==> src/rtl/stable_four_level_priority_queue_top_macros.svh <==
// ----------------------------------------------------------------------------
// Assertion macros for the four-level priority queue
// Both macros assume a clock named clk and an active-low reset named rst_n.
// ----------------------------------------------------------------------------
`ifndef STABLE_FOUR_LEVEL_PRIORITY_QUEUE_TOP_MACROS_SVH
`define STABLE_FOUR_LEVEL_PRIORITY_QUEUE_TOP_MACROS_SVH

// Same-cycle implication.
`define SFPQ_ASSERT_NOW(label, ante, cons, msg) \
    label: assert property (@(posedge clk) disable iff (!rst_n) (ante) |-> (cons)) \
        else $error(msg);

// Next-cycle implication.
`define SFPQ_ASSERT_NEXT(label, ante, cons, msg) \
    label: assert property (@(posedge clk) disable iff (!rst_n) (ante) |=> (cons)) \
        else $error(msg);

`endif

==> src/rtl/sfpq_pkg.sv <==
// ----------------------------------------------------------------------------
// sfpq_pkg
// Shared types, codes and constants of the four-level priority queue.
// ----------------------------------------------------------------------------
`default_nettype none

package sfpq_pkg;

    localparam int NUM_LEVELS      = 4;
    localparam int LEVEL_W         = 2;
    localparam int FIELD_ID_W      = 16;
    localparam int ROOM_W          = 2;
    localparam int TDATA_W         = 24;
    localparam int PAD_W           = TDATA_W - LEVEL_W - FIELD_ID_W;

    localparam int DEF_LEVEL_DEPTH = 16;
    localparam int DEF_ID_WIDTH    = 16;

    // command codes (carried in tuser on the input)
    localparam logic CMD_ADD  = 1'b0;
    localparam logic CMD_CALL = 1'b1;

    // outcome codes (carried in tuser on the output)
    localparam logic OUTCOME_CALLED   = 1'b0;
    localparam logic OUTCOME_REJECTED = 1'b1;

    // urgency levels
    localparam logic [LEVEL_W-1:0] LVL_CRITICAL = 2'd0;
    localparam logic [LEVEL_W-1:0] LVL_SERIOUS  = 2'd1;
    localparam logic [LEVEL_W-1:0] LVL_FAIR     = 2'd2;
    localparam logic [LEVEL_W-1:0] LVL_GOOD     = 2'd3;

    // rooms
    localparam logic [ROOM_W-1:0] ROOM_EMERGENCY    = 2'd0;
    localparam logic [ROOM_W-1:0] ROOM_EXAMINATION  = 2'd1;
    localparam logic [ROOM_W-1:0] ROOM_CONSULTATION = 2'd2;

    // per-item decision handed from the level control to the top level
    typedef struct packed {
        logic              result;      // item produces a result word
        logic              from_store;  // id comes from the entry store read
        logic              outcome;
        logic [ROOM_W-1:0] room;
    } sfpq_dec_t;

    function automatic logic [ROOM_W-1:0] room_of_level(input logic [LEVEL_W-1:0] lvl);
        logic [ROOM_W-1:0] r;
        case (lvl)
            LVL_CRITICAL: r = ROOM_EMERGENCY;
            LVL_SERIOUS:  r = ROOM_EXAMINATION;
            LVL_FAIR:     r = ROOM_CONSULTATION;
            LVL_GOOD:     r = ROOM_CONSULTATION;
            default:      r = ROOM_CONSULTATION;
        endcase
        return r;
    endfunction

endpackage

`default_nettype wire

==> src/rtl/sfpq_store.sv <==
// ----------------------------------------------------------------------------
// sfpq_store
// Entry store: one ring of LEVEL_DEPTH ids per level, one access per cycle,
// registered read data that holds until the next read.
// ----------------------------------------------------------------------------
`default_nettype none

module sfpq_store
    import sfpq_pkg::*;
#(
    parameter int LEVEL_DEPTH = DEF_LEVEL_DEPTH,
    parameter int ID_WIDTH    = DEF_ID_WIDTH
)
(
    input  wire logic                                        clk,
    input  wire logic                                        wr_en,
    input  wire logic                                        rd_en,
    input  wire logic [$clog2(NUM_LEVELS*LEVEL_DEPTH)-1:0]   addr,
    input  wire logic [ID_WIDTH-1:0]                         wr_data,
    output logic      [ID_WIDTH-1:0]                         rd_data
);

    localparam int STORE_DEPTH = NUM_LEVELS * LEVEL_DEPTH;

    logic [ID_WIDTH-1:0] mem [STORE_DEPTH];
    logic [ID_WIDTH-1:0] rd_data_reg;

    always_ff @(posedge clk)
    begin
        if (wr_en)
        begin
            mem[addr] <= wr_data;
        end
        if (rd_en)
        begin
            rd_data_reg <= mem[addr];
        end
    end

    assign rd_data = rd_data_reg;

endmodule

`default_nettype wire

==> src/rtl/sfpq_ctrl.sv <==
// ----------------------------------------------------------------------------
// sfpq_ctrl
// Per-level head pointers and fill counts, priority encoder over the
// non-empty levels, and the add/call decision for the word in the input stage.
// ----------------------------------------------------------------------------
`default_nettype none

module sfpq_ctrl
    import sfpq_pkg::*;
#(
    parameter int LEVEL_DEPTH = DEF_LEVEL_DEPTH
)
(
    input  wire logic                                        clk,
    input  wire logic                                        rst_n,
    input  wire logic                                        item_valid,
    input  wire logic                                        item_cmd,
    input  wire logic [LEVEL_W-1:0]                          item_level,
    input  wire logic                                        fire,
    output sfpq_dec_t                                        dec,
    output logic                                             wr_en,
    output logic                                             rd_en,
    output logic      [$clog2(NUM_LEVELS*LEVEL_DEPTH)-1:0]   addr
);

    `include "stable_four_level_priority_queue_top_macros.svh"

    localparam int CNT_W  = $clog2(LEVEL_DEPTH + 1);
    localparam int PTR_W  = $clog2(LEVEL_DEPTH);
    localparam int SUM_W  = CNT_W + 1;
    localparam int ADDR_W = $clog2(NUM_LEVELS * LEVEL_DEPTH);
    localparam int TOT_W  = CNT_W + LEVEL_W;

    logic [PTR_W-1:0] head_reg  [NUM_LEVELS];
    logic [PTR_W-1:0] head_next [NUM_LEVELS];
    logic [CNT_W-1:0] cnt_reg   [NUM_LEVELS];
    logic [CNT_W-1:0] cnt_next  [NUM_LEVELS];

    logic [NUM_LEVELS-1:0] not_empty;
    logic                  any_waiting;
    logic [LEVEL_W-1:0]    sel_lvl;
    logic                  add_full;
    logic [SUM_W-1:0]      tail_sum;
    logic [PTR_W-1:0]      tail_ptr;
    logic [PTR_W:0]        head_inc;
    logic [PTR_W-1:0]      head_adv;
    logic [ADDR_W-1:0]     add_addr;
    logic [ADDR_W-1:0]     call_addr;
    logic [TOT_W-1:0]      total_cnt;

    // priority encoder: lowest non-empty level wins
    always_comb
    begin
        for (int l = 0; l < NUM_LEVELS; l++)
        begin
            not_empty[l] = (cnt_reg[l] != '0);
        end
        any_waiting = |not_empty;
        sel_lvl     = LVL_GOOD;
        for (int l = NUM_LEVELS - 1; l >= 0; l--)
        begin
            if (not_empty[l])
            begin
                sel_lvl = LEVEL_W'(l);
            end
        end
    end

    // tail = head + count, wrapped once (sum stays below twice the depth)
    always_comb
    begin
        tail_sum = SUM_W'(head_reg[item_level]) + SUM_W'(cnt_reg[item_level]);
        if (tail_sum >= SUM_W'(LEVEL_DEPTH))
        begin
            tail_sum = tail_sum - SUM_W'(LEVEL_DEPTH);
        end
        tail_ptr = tail_sum[PTR_W-1:0];

        head_inc = {1'b0, head_reg[sel_lvl]} + (PTR_W+1)'(1);
        if (head_inc == (PTR_W+1)'(LEVEL_DEPTH))
        begin
            head_inc = '0;
        end
        head_adv = head_inc[PTR_W-1:0];

        add_addr  = ADDR_W'(item_level) * ADDR_W'(LEVEL_DEPTH) + ADDR_W'(tail_ptr);
        call_addr = ADDR_W'(sel_lvl) * ADDR_W'(LEVEL_DEPTH) + ADDR_W'(head_reg[sel_lvl]);
        add_full  = (cnt_reg[item_level] == CNT_W'(LEVEL_DEPTH));
    end

    always_comb
    begin
        dec            = '0;
        dec.outcome    = OUTCOME_CALLED;
        dec.room       = ROOM_EMERGENCY;
        wr_en          = 1'b0;
        rd_en          = 1'b0;
        addr           = add_addr;
        if (item_valid)
        begin
            case (item_cmd)
                CMD_ADD:
                begin
                    if (add_full)
                    begin
                        dec.result  = 1'b1;
                        dec.outcome = OUTCOME_REJECTED;
                    end
                    else
                    begin
                        wr_en = 1'b1;
                    end
                end
                CMD_CALL:
                begin
                    addr = call_addr;
                    if (any_waiting)
                    begin
                        dec.result     = 1'b1;
                        dec.from_store = 1'b1;
                        dec.room       = room_of_level(sel_lvl);
                        rd_en          = 1'b1;
                    end
                end
                default:
                begin
                    dec = '0;
                end
            endcase
        end
    end

    always_comb
    begin
        for (int l = 0; l < NUM_LEVELS; l++)
        begin
            head_next[l] = head_reg[l];
            cnt_next[l]  = cnt_reg[l];
        end
        if (fire && wr_en)
        begin
            cnt_next[item_level] = cnt_reg[item_level] + CNT_W'(1);
        end
        if (fire && rd_en)
        begin
            cnt_next[sel_lvl]  = cnt_reg[sel_lvl] - CNT_W'(1);
            head_next[sel_lvl] = head_adv;
        end
    end

    always_ff @(posedge clk or negedge rst_n)
    begin
        if (!rst_n)
        begin
            for (int l = 0; l < NUM_LEVELS; l++)
            begin
                head_reg[l] <= '0;
                cnt_reg[l]  <= '0;
            end
        end
        else
        begin
            for (int l = 0; l < NUM_LEVELS; l++)
            begin
                head_reg[l] <= head_next[l];
                cnt_reg[l]  <= cnt_next[l];
            end
        end
    end

    always_comb
    begin
        total_cnt = '0;
        for (int l = 0; l < NUM_LEVELS; l++)
        begin
            total_cnt = total_cnt + TOT_W'(cnt_reg[l]);
        end
    end

    `SFPQ_ASSERT_NOW(a_one_access, wr_en, !rd_en, "store written and read in one cycle")
    `SFPQ_ASSERT_NOW(a_reject_full, dec.result && !dec.from_store,
        cnt_reg[item_level] == CNT_W'(LEVEL_DEPTH), "add rejected on a level with room")
    `SFPQ_ASSERT_NEXT(a_call_pops, fire && rd_en,
        total_cnt == $past(total_cnt) - TOT_W'(1), "call did not remove exactly one entry")

endmodule

`default_nettype wire

==> src/rtl/stable_four_level_priority_queue_top.sv <==
// ----------------------------------------------------------------------------
// stable_four_level_priority_queue_top
// Stable priority queue with four urgency levels and room assignment.
// ----------------------------------------------------------------------------
// Takes one word per cycle unless a stalled output holds it. An add (tuser 0)
// puts the id at the back of its level; a call (tuser 1) pops the oldest id
// of the most urgent non-empty level and returns it with its room. An add
// into a full level comes back with tuser 1 and room 0; a successful add and
// a call on an empty queue return nothing. Each word goes through an input
// register and the decision logic; the result register and the store read
// register load at the same edge, and the result is shown from them; a
// stalled output holds only the words that need a result slot.
`default_nettype none

module stable_four_level_priority_queue_top
    import sfpq_pkg::*;
#(
    parameter int LEVEL_DEPTH = DEF_LEVEL_DEPTH,
    parameter int ID_WIDTH    = DEF_ID_WIDTH
)
(
    input  wire logic               clk,
    input  wire logic               rst_n,
    input  wire logic               s_tvalid,
    output logic                    s_tready,
    input  wire logic [TDATA_W-1:0] s_tdata,   // patient_id[15:0], level[17:16], zero pad
    input  wire logic               s_tuser,   // cmd
    output logic                    m_tvalid,
    input  wire logic               m_tready,
    output logic      [TDATA_W-1:0] m_tdata,   // called_id[15:0], room[17:16], zero pad
    output logic                    m_tuser    // outcome
);

    `include "stable_four_level_priority_queue_top_macros.svh"

    localparam int ADDR_W = $clog2(NUM_LEVELS * LEVEL_DEPTH);
    localparam int EXT_W  = ID_WIDTH + FIELD_ID_W;

    // input stage
    logic                a_valid_reg;
    logic                a_cmd_reg;
    logic [ID_WIDTH-1:0] a_id_reg;
    logic [LEVEL_W-1:0]  a_level_reg;

    // result stage
    logic                b_valid_reg;
    logic                b_from_store_reg;
    logic                b_outcome_reg;
    logic [ROOM_W-1:0]   b_room_reg;
    logic [ID_WIDTH-1:0] b_rej_id_reg;

    sfpq_dec_t           dec;
    logic                wr_en;
    logic                rd_en;
    logic [ADDR_W-1:0]   addr;
    logic [ID_WIDTH-1:0] rd_data;
    logic                b_free;
    logic                fire;
    logic                s_fire;
    logic [EXT_W-1:0]    in_ext;
    logic [EXT_W-1:0]    out_ext;
    logic [ID_WIDTH-1:0] out_id;

    assign in_ext = {{ID_WIDTH{1'b0}}, s_tdata[FIELD_ID_W-1:0]};

    assign b_free   = !b_valid_reg || m_tready;
    assign fire     = a_valid_reg && (!dec.result || b_free);
    assign s_tready = !a_valid_reg || fire;
    assign s_fire   = s_tvalid && s_tready;

    always_ff @(posedge clk or negedge rst_n)
    begin
        if (!rst_n)
        begin
            a_valid_reg <= 1'b0;
        end
        else if (s_tready)
        begin
            a_valid_reg <= s_tvalid;
        end
    end

    always_ff @(posedge clk)
    begin
        if (s_fire)
        begin
            a_cmd_reg   <= s_tuser;
            a_id_reg    <= in_ext[ID_WIDTH-1:0];
            a_level_reg <= s_tdata[FIELD_ID_W +: LEVEL_W];
        end
    end

    sfpq_ctrl #(
        .LEVEL_DEPTH (LEVEL_DEPTH)
    ) u_ctrl (
        .clk        (clk),
        .rst_n      (rst_n),
        .item_valid (a_valid_reg),
        .item_cmd   (a_cmd_reg),
        .item_level (a_level_reg),
        .fire       (fire),
        .dec        (dec),
        .wr_en      (wr_en),
        .rd_en      (rd_en),
        .addr       (addr)
    );

    sfpq_store #(
        .LEVEL_DEPTH (LEVEL_DEPTH),
        .ID_WIDTH    (ID_WIDTH)
    ) u_store (
        .clk     (clk),
        .wr_en   (fire && wr_en),
        .rd_en   (fire && rd_en),
        .addr    (addr),
        .wr_data (a_id_reg),
        .rd_data (rd_data)
    );

    always_ff @(posedge clk or negedge rst_n)
    begin
        if (!rst_n)
        begin
            b_valid_reg <= 1'b0;
        end
        else if (fire && dec.result)
        begin
            b_valid_reg <= 1'b1;
        end
        else if (m_tready)
        begin
            b_valid_reg <= 1'b0;
        end
    end

    always_ff @(posedge clk)
    begin
        if (fire && dec.result)
        begin
            b_from_store_reg <= dec.from_store;
            b_outcome_reg    <= dec.outcome;
            b_room_reg       <= dec.room;
            b_rej_id_reg     <= a_id_reg;
        end
    end

    // store read data is the register itself; only the source is selected here
    assign out_id  = b_from_store_reg ? rd_data : b_rej_id_reg;
    assign out_ext = {{FIELD_ID_W{1'b0}}, out_id};

    assign m_tvalid = b_valid_reg;
    assign m_tuser  = b_outcome_reg;
    assign m_tdata  = {{PAD_W{1'b0}}, b_room_reg, out_ext[FIELD_ID_W-1:0]};

    `SFPQ_ASSERT_NEXT(a_result_held, b_valid_reg && !m_tready, b_valid_reg,
        "pending result dropped while stalled")
    `SFPQ_ASSERT_NEXT(a_item_held, a_valid_reg && !fire, a_valid_reg && $stable(a_cmd_reg),
        "input stage lost a word while waiting")
    `SFPQ_ASSERT_NOW(a_no_overwrite, fire && dec.result, b_free,
        "result slot overwritten before taken")

endmodule

`default_nettype wire
==> config.mk <==
export PLATFORM = sky130hd
export DESIGN_NAME = stable_four_level_priority_queue_top
export DESIGN_NICKNAME = d
export VERILOG_FILES = /design/src/rtl/sfpq_pkg.sv /design/src/rtl/sfpq_store.sv /design/src/rtl/sfpq_ctrl.sv /design/src/rtl/stable_four_level_priority_queue_top.sv
export VERILOG_INCLUDE_DIRS = /design/src /design/src/rtl
export SDC_FILE = /design/constraint.sdc
export NUM_CORES = 1
export LEC_CHECK = 0
export ABC_AREA = 1
export ABC_CLOCK_PERIOD_IN_PS = 6260
export CAP_MARGIN = 20
export CORE_MARGIN = 5
export CORE_UTILIZATION = 43
export CTS_CLUSTER_DIAMETER = 150
export CTS_CLUSTER_SIZE = 25
export DETAILED_ROUTE_END_ITERATION = 10
export DONT_BUFFER_PORTS = 1
export PLACE_DENSITY = 0.56
export SLEW_MARGIN = 20
export SYNTH_ARGS = -nofsm -noshare
export SYNTH_HDL_FRONTEND = slang
export SYNTH_SLANG_ARGS = --single-unit
==> constraint.sdc <==
create_clock -name clk -period 6.26 [get_ports clk]
set_input_delay 0.939 -clock clk [delete_from_list [all_inputs] [get_ports clk]]
set_output_delay 0.939 -clock clk [all_outputs]
set_load 0.01 [all_outputs]
==> results.cfg, run 1 <==
[status]
status = completed

[cts]
cts-root-buf = clkbuf_16
clock_sinks = 1117
tritoncts = done
worst_setup_hold_path_clk_slew_ns = 0.11
cts_resized = 0
insertion_delay_ns = 0.68
numCtsBuffers = 50
cts_htree_levels = 2
max-clock-path-buffers = 3

[sta]
grt_setup_unrepaired = false
finalWorstPathRequiredPeriod_ns = 4.90
postLayoutSetupSlackWorst_ns = 1.36
timing_worst_slew_pin_value_ns = 0.975
period_share = 0.783
fin_worst_skew_ns = 0.0317
timing_max_transition_violations_final = 0
max_slew_margin = 0.350
finalSetupViolCount = 0
hold_viol_final = 0
finalHoldWorstSlack_ns = 0.0889
sum_of_negative_setup_slack_ns = 0
max_freq_mhz = 204

[global_routing]
antenna_found_initial = 1
grt_pass1_wl_mm = 180
globalRouteTotalUtil = 0.198
grt_pass1_vias = 27900
overflow = 0
largest_net_degree_at_the_start_of_global_routing = 129

[floorplan]
die_x_um = 348
fp.dieArea_mm2 = 0.121
row_count = 123
floorplan_die_height_um = 348
floorplan.initialDensity = 0.434
top_level_ports = 56
core_area_mm2 = 0.113

[power_and_ir_drop]
internal_power_mw = 12.1
vdd_ir_drop_max_mv = 0.655
p_sw_frac = 0.411
combinational_share_of_power = 0.398
total_leakage_power_nw = 22.7
seq_power_share = 0.421
totalPowerFinal_mw = 20.6
power_switching_mw = 8.46
power_per_unit_of_standard_cell_area_mw_per_mm2 = 393
share_clk_of_total_power = 0.181

[critical_path]
critical_path_buf_inv_count = 3
crit_top_cell = nand2_1
timing.critical_path.slowest_stage_cell = edfxtp_1
path_cells = nor2_1 > inv_1 > o22ai_1 > a21oi_1 > o21ai_0 > ha_1 > fa_1 > or2_2 > nand2_1 > nor2_4 > buf_4 > buf_4 > nand3_1 > nand2_1 > o21ai_1 > nand2_1 > nor2_1 > nand2_1
critical_path_launch_point_type = flip-flop
critPathCaptureType = flip-flop
max_stage_delay_ns = 0.47
cp_top_family = simple AND/OR/NAND/NOR gates
worstPathMaxFanout = 34
critical_path_class = flip-flop to flip-flop
worst_ep_arrival_time_ns = 5.32
critPathRequiredTime_ns = 6.68

[place]
gpl.final_weighted_congestion = 0.860
dp_cells = 6246
pre_cts_ws_ns = 1.44
placement.cell_area_mm2 = 0.0510
dpl_wire_length_mm = 68.4
place.port_buffers = 0

[yosys]
synth_largest_type_area_fraction = 0.662
synthesis.area_per_instance_um2 = 10.2
postSynth.topFlopCell = edfxtp_1
post-synth-top-area-cell = edfxtp_1
synth.area.top_cells = edfxtp_1, nand2_1, inv_1
synthTopCellsByCount = nand2_1, edfxtp_1, inv_1, nand3_1, o21ai_1
synthMostInstantiatedCell = nand2_1
post_synth_inst_count = 4796
yosysSeqAreaShare = 0.681
ys_seq_elements = 1117
synth_edf_count = 1079
synthesis.yosys.warnings = 0
synth_unique_cells = 42
netlist_area_mm2 = 0.0490
ys_async_sr_fraction = 0.0340

[drt]
avgRoutedWirePerCell_um = 19.3
drt_pass1_iterations = 5
drt_drc_violations_left = 0
vias = 30300
route.final.wire_length_mm = 122
postRouteAntennaNets = 0
drt_first_iter_violations = 2522
post_drt_via_cell_ratio = 4.81

[final_layout]
antenna_cells = 0
num-nets-final = 4836
syn_to_final_growth_pct = 6.96
ff_latch_area_mm2 = 0.0334
fin_area_mm2 = 0.0524
post_layout_nonfiller_instances = 6309
drive_gt1_frac = 0.0536
fin_util = 0.464
filler_cell_count = 10300
flip_flop_count_of_the_largest_register_after_layout = 1024
multiInputGateArea_mm2 = 0.0106

[worst_hold_path]
timing.hold.worst.class = primary input to asynchronous set/reset pin

[run]
total_of_max_cap_violations = 0
==> power by group through the flow <==
| stage | registers [mW] | logic [mW] | clock network (mW) |
|---|---|---|---|
| floorplan | 8.86 | 5.38 | 0 |
| global placement | 8.84 | 8.19 | 0 |
| detailed placement | 8.84 | 8.25 | 0 |
| CTS | 8.67 | 8.27 | 3.83 |
| global route | 8.70 | 9.08 | 4.09 |
| finish | 8.67 | 8.19 | 3.73 |
==> metal layers <==
metal	global-route usage	wire, um
met1	0.275	55000
met2	0.332	58100
met3	0.0248	5430
met4	0.0513	3190
met5	0	0
==> logic make-up (layout without fill, tap and decap cells) <==
| kind of cell | Yosys count | after routing | share of synthesized area |
|---|---|---|---|
| buffers and inverters | 1254 | 1262 | 0.104 |
| other | 1 | 6 | 0.0000766 |
| multiplexers | 19 | 19 | 0.00429 |
| AO/OA/AOI/OAI | 231 | 231 | 0.0248 |
| flip-flops | 1117 | 1117 | 0.681 |
| XOR/XNOR | 9 | 9 | 0.00161 |
| AND/OR/NAND/NOR | 2157 | 2157 | 0.182 |
| adder cells (fa/ha/maj) | 8 | 8 | 0.00220 |
==> final timing paths <==
check | start | cells after the start | end | slack [ns]
worst min-delay path | rst_n | 1 | u_ctrl.cnt_reg[9]$_DFF_PN0_ | 0.09
worst max-delay path | a_level_reg[1]$_DFFE_PP_ | 18 | u_store.rd_data[1]$_DFFE_PP_ | 1.36
worst min register to register | u_ctrl.head_reg[10]$_DFFE_PN0P_ | 2 | u_ctrl.head_reg[10]$_DFFE_PN0P_ | 0.50
min in group clk | s_tuser | 0 | a_cmd_reg$_DFFE_PP_ | 0.35
worst max register to register | a_level_reg[1]$_DFFE_PP_ | 18 | u_store.rd_data[1]$_DFFE_PP_ | 1.36
max in group asynchronous | rst_n | 1 | a_valid_reg$_DFFE_PN0N_ | 5.97
==> layout by cell type, fill, tap and decap left out, drive strengths merged <==
cell / n
edfxtp: 1079
nor3: 5
clkbuf: 60
a221o: 1
clkinv: 2
o221ai: 2
a21oi: 10
nor2: 160
ha: 7
a211oi: 1
or2: 3
nand3: 515
dfrtp: 38
fa: 1
o21ai: 196
buf: 135
xor2: 3
mux2i: 3
nand2: 1454
o22ai: 10
inv: 1065
mux2: 16
o211ai: 6
xnor2: 6
a22oi: 2
conb: 6
a221oi: 1
nand3b: 17
nand4: 3
a31oi: 2
==> worst reg2reg max path, stage by stage (launching register included) <==
cell and delay, ns:
edfxtp_1 0.47, nor2_1 0.30, inv_1 0.21, o22ai_1 0.23, a21oi_1 0.06, o21ai_0 0.29, ha_1 0.33, fa_1 0.43
or2_2 0.31, nand2_1 0.20, nor2_4 0.08, buf_4 0.30, buf_4 0.32, nand3_1 0.15, nand2_1 0.07, o21ai_1 0.26
nand2_1 0.27, nor2_1 0.30, nand2_1 0.09
==> area by class of cell <==
type | count | area share
flip-flops and latches | 1117 | 0.637
well taps | 1500 | 0.0358
clock inverters | 2 | 0.000334
inverters | 1065 | 0.0764
clock buffers | 60 | 0.0250
repair buffers | 135 | 0.0232
multi-input cells | 2430 | 0.203
==> what timing repair did <==
item,in CTS,in global routing
hold buffers,1,0
hold endpoints to repair,38,0
buffers inserted,0,0
Note: power is estimated with default switching activity, not from simulation.
==> run 2, diff against run 1 <==
Settings changed: ABC_CLOCK_PERIOD_IN_PS 6260 to 4170, PLACE_DENSITY 0.56 to 0.58.
Clock period 6.26 ns to 4.17 ns, I/O delays scaled along.
==> run 2 against run 1 <==
  * Combinational power grew 73%
  * Design area grew 4.0%
  * Via count grew 3.2%
  * Count of clock-buffer cells in the layout grew 1
  * Sequential share of layout area shrank 2.5 points
  * Sequential cell count is the same
  * Clock skew grew 0.0026 ns
  * Critical endpoint is now u_store.rd_data[11]$_DFFE_PP_
  * Critical path depth grew 2
  * First-iteration DRC count grew 15%
  * Power grew 60%
==> results.cfg, run 2 (synthesized netlist as in run 1, its figures left out) <==
[status]
status = completed

[global_routing]
globalRouteTotalUtil = 0.200
antenna_found_initial = 1
largest_net_degree_at_the_start_of_global_routing = 66
grt_pass1_wl_mm = 184
grt_pass1_vias = 29400
overflow = 0

[drt]
met3RoutedLength_mm = 6.71
drt_drc_violations_left = 0
postRouteAntennaNets = 0
avgRoutedWirePerCell_um = 19.1
drt_first_iter_violations = 2898
met1_length_mm = 54.5
vias = 31300
post_drt_via_cell_ratio = 4.84
routed-wl-met2_mm = 58.8
drt_pass1_iterations = 7
route.final.wire_length_mm = 123
highest-signal-layer = met4

[critical_path]
critical_path_launch_point_type = flip-flop
critPathCaptureType = flip-flop
critical_path.reg2reg.startpoint = a_level_reg[1]$_DFFE_PP_
worst_ep_arrival_time_ns = 4.45
critical_path_class = flip-flop to flip-flop
critPathRequiredTime_ns = 4.61
worstPathMaxFanout = 21
crit_path_start = a_level_reg[1]$_DFFE_PP_

[final_layout]
flip_flop_count_of_the_largest_register_after_layout = 1024
most-common-layout-cells = nand2_1, edfxtp_1, inv_1
mostFrequentLayoutCell = nand2_1
antenna_cells = 0
post_layout_nonfiller_instances = 6468
ff_latch_area_mm2 = 0.0334
fin_util = 0.483
multiInputGateArea_mm2 = 0.0106
drive_gt1_frac = 0.0819
syn_to_final_growth_pct = 11.3
filler_cell_count = 10200
num-nets-final = 4994

[cts]
tritoncts = done
insertion_delay_ns = 0.67
cts_htree_levels = 2
clock_sinks = 1117
worst_setup_hold_path_clk_slew_ns = 0.11
cts-root-buf = clkbuf_16
numCtsBuffers = 50
max-clock-path-buffers = 3

[place]
dp_cells = 6386
dpl_wire_length_mm = 77.9
place.port_buffers = 0
gpl.final_weighted_congestion = 0.891
pre_cts_ws_ns = 0.0529

[floorplan]
floorplan.initialDensity = 0.434
row_count = 123
top_level_ports = 56
floorplan_die_height_um = 348
core_area_mm2 = 0.113
die_x_um = 348
fp.dieArea_mm2 = 0.121

[power_and_ir_drop]
share_clk_of_total_power = 0.170
internal_power_mw = 19.6
totalPowerFinal_mw = 32.8
power_per_unit_of_standard_cell_area_mw_per_mm2 = 603
total_leakage_power_nw = 23.6
power_switching_mw = 13.2
combinational_share_of_power = 0.432
seq_power_share = 0.398
p_sw_frac = 0.402
vdd_ir_drop_max_mv = 0.523

[sta]
max_freq_mhz = 249
timing_max_transition_violations_final = 0
finalSetupViolCount = 0
timing_worst_slew_pin_value_ns = 1.08
grt_setup_unrepaired = false
hold_viol_final = 0
sum_of_negative_setup_slack_ns = 0
finalWorstPathRequiredPeriod_ns = 4.01
fin_worst_skew_ns = 0.0343
max_slew_margin = 0.283
postLayoutSetupSlackWorst_ns = 0.159
period_share = 0.962

[run]
total_of_max_cap_violations = 0

[worst_hold_path]
timing.hold.worst.class = primary input to flip-flop
worstHoldStart = s_tdata[15]
run 2: layer usage:
layer	vias up	global-route usage
li1	15400	-
met1	14900	0.282
met2	769	0.334
met3	144	0.0236
met4	0	0.0504
met5	-	0
run 2: path summary, 6_finish.rpt:
check | endpoint | slack (ns) | cells after the start
worst min register to register | u_ctrl.head_reg[10]$_DFFE_PN0P_ | 0.50 | 2
worst max register to register | u_store.rd_data[11]$_DFFE_PP_ | 0.16 | 20
max in group asynchronous | u_ctrl.cnt_reg[16]$_DFF_PN0_ | 3.57 | 2
min in group asynchronous | u_ctrl.head_reg[0]$_DFFE_PN0P_ | 0.41 | 2
worst max-delay path | u_store.rd_data[11]$_DFFE_PP_ | 0.16 | 20
worst min-delay path | a_id_reg[15]$_DFFE_PP_ | 0.04 | 0
run 2: layout make-up:
type,instances,area share
Timing Repair Buffer,293,0.0607
Tap cell,1500,0.0344
Inverter,1065,0.0734
Sequential cell,1117,0.612
Clock buffer,61,0.0241
Clock inverter,2,0.000321
Multi-Input combinational cell,2430,0.195
run 2: timing repair:
item	4_1_cts	5_1_grt
setup buffers	0	3
endpoints found under the setup margin	0	125
hold buffers	14	0
gates resized for setup	0	4
hold endpoints to repair	50	0
run 2: metrics by stage:
step / hold slack [ns] / instance area [um^2]
2_1_floorplan: 0.330 / 49000
3_3_place_gp: 0.331 / 52900
3_5_place_dp: 0.331 / 52900
4_1_cts: 0.00312 / 54400
5_1_grt: 0.00402 / 54500
6_report: 0.0442 / 54500
run 2: worst max-delay path, cell delays in order (launching register included):
cell	delay, ns
edfxtp_1	0.49
nor2_2	0.20
inv_1	0.07
buf_4	0.16
o22ai_1	0.21
a21oi_1	0.07
o21ai_0	0.16
fa_1	0.52
or2_2	0.32
nand2_2	0.15
nor2_4	0.05
buf_12	0.15
buf_12	0.17
buf_4	0.17
nand3_1	0.06
nand2_1	0.05
o21ai_1	0.26
nand2_1	0.11
nor2_2	0.19
buf_4	0.14
nand2_1	0.04
run 2: power by group through the flow:
stage | combinational [mW] | sequential, mW | clock [mW]
6_report | 14.2 | 13.1 | 5.60
5_1_grt | 15.6 | 13.1 | 6.13
4_1_cts | 14.1 | 13.1 | 5.74
3_5_place_dp | 14.1 | 13.3 | 0
3_3_place_gp | 14.0 | 13.3 | 0
2_1_floorplan | 8.08 | 13.3 | 0
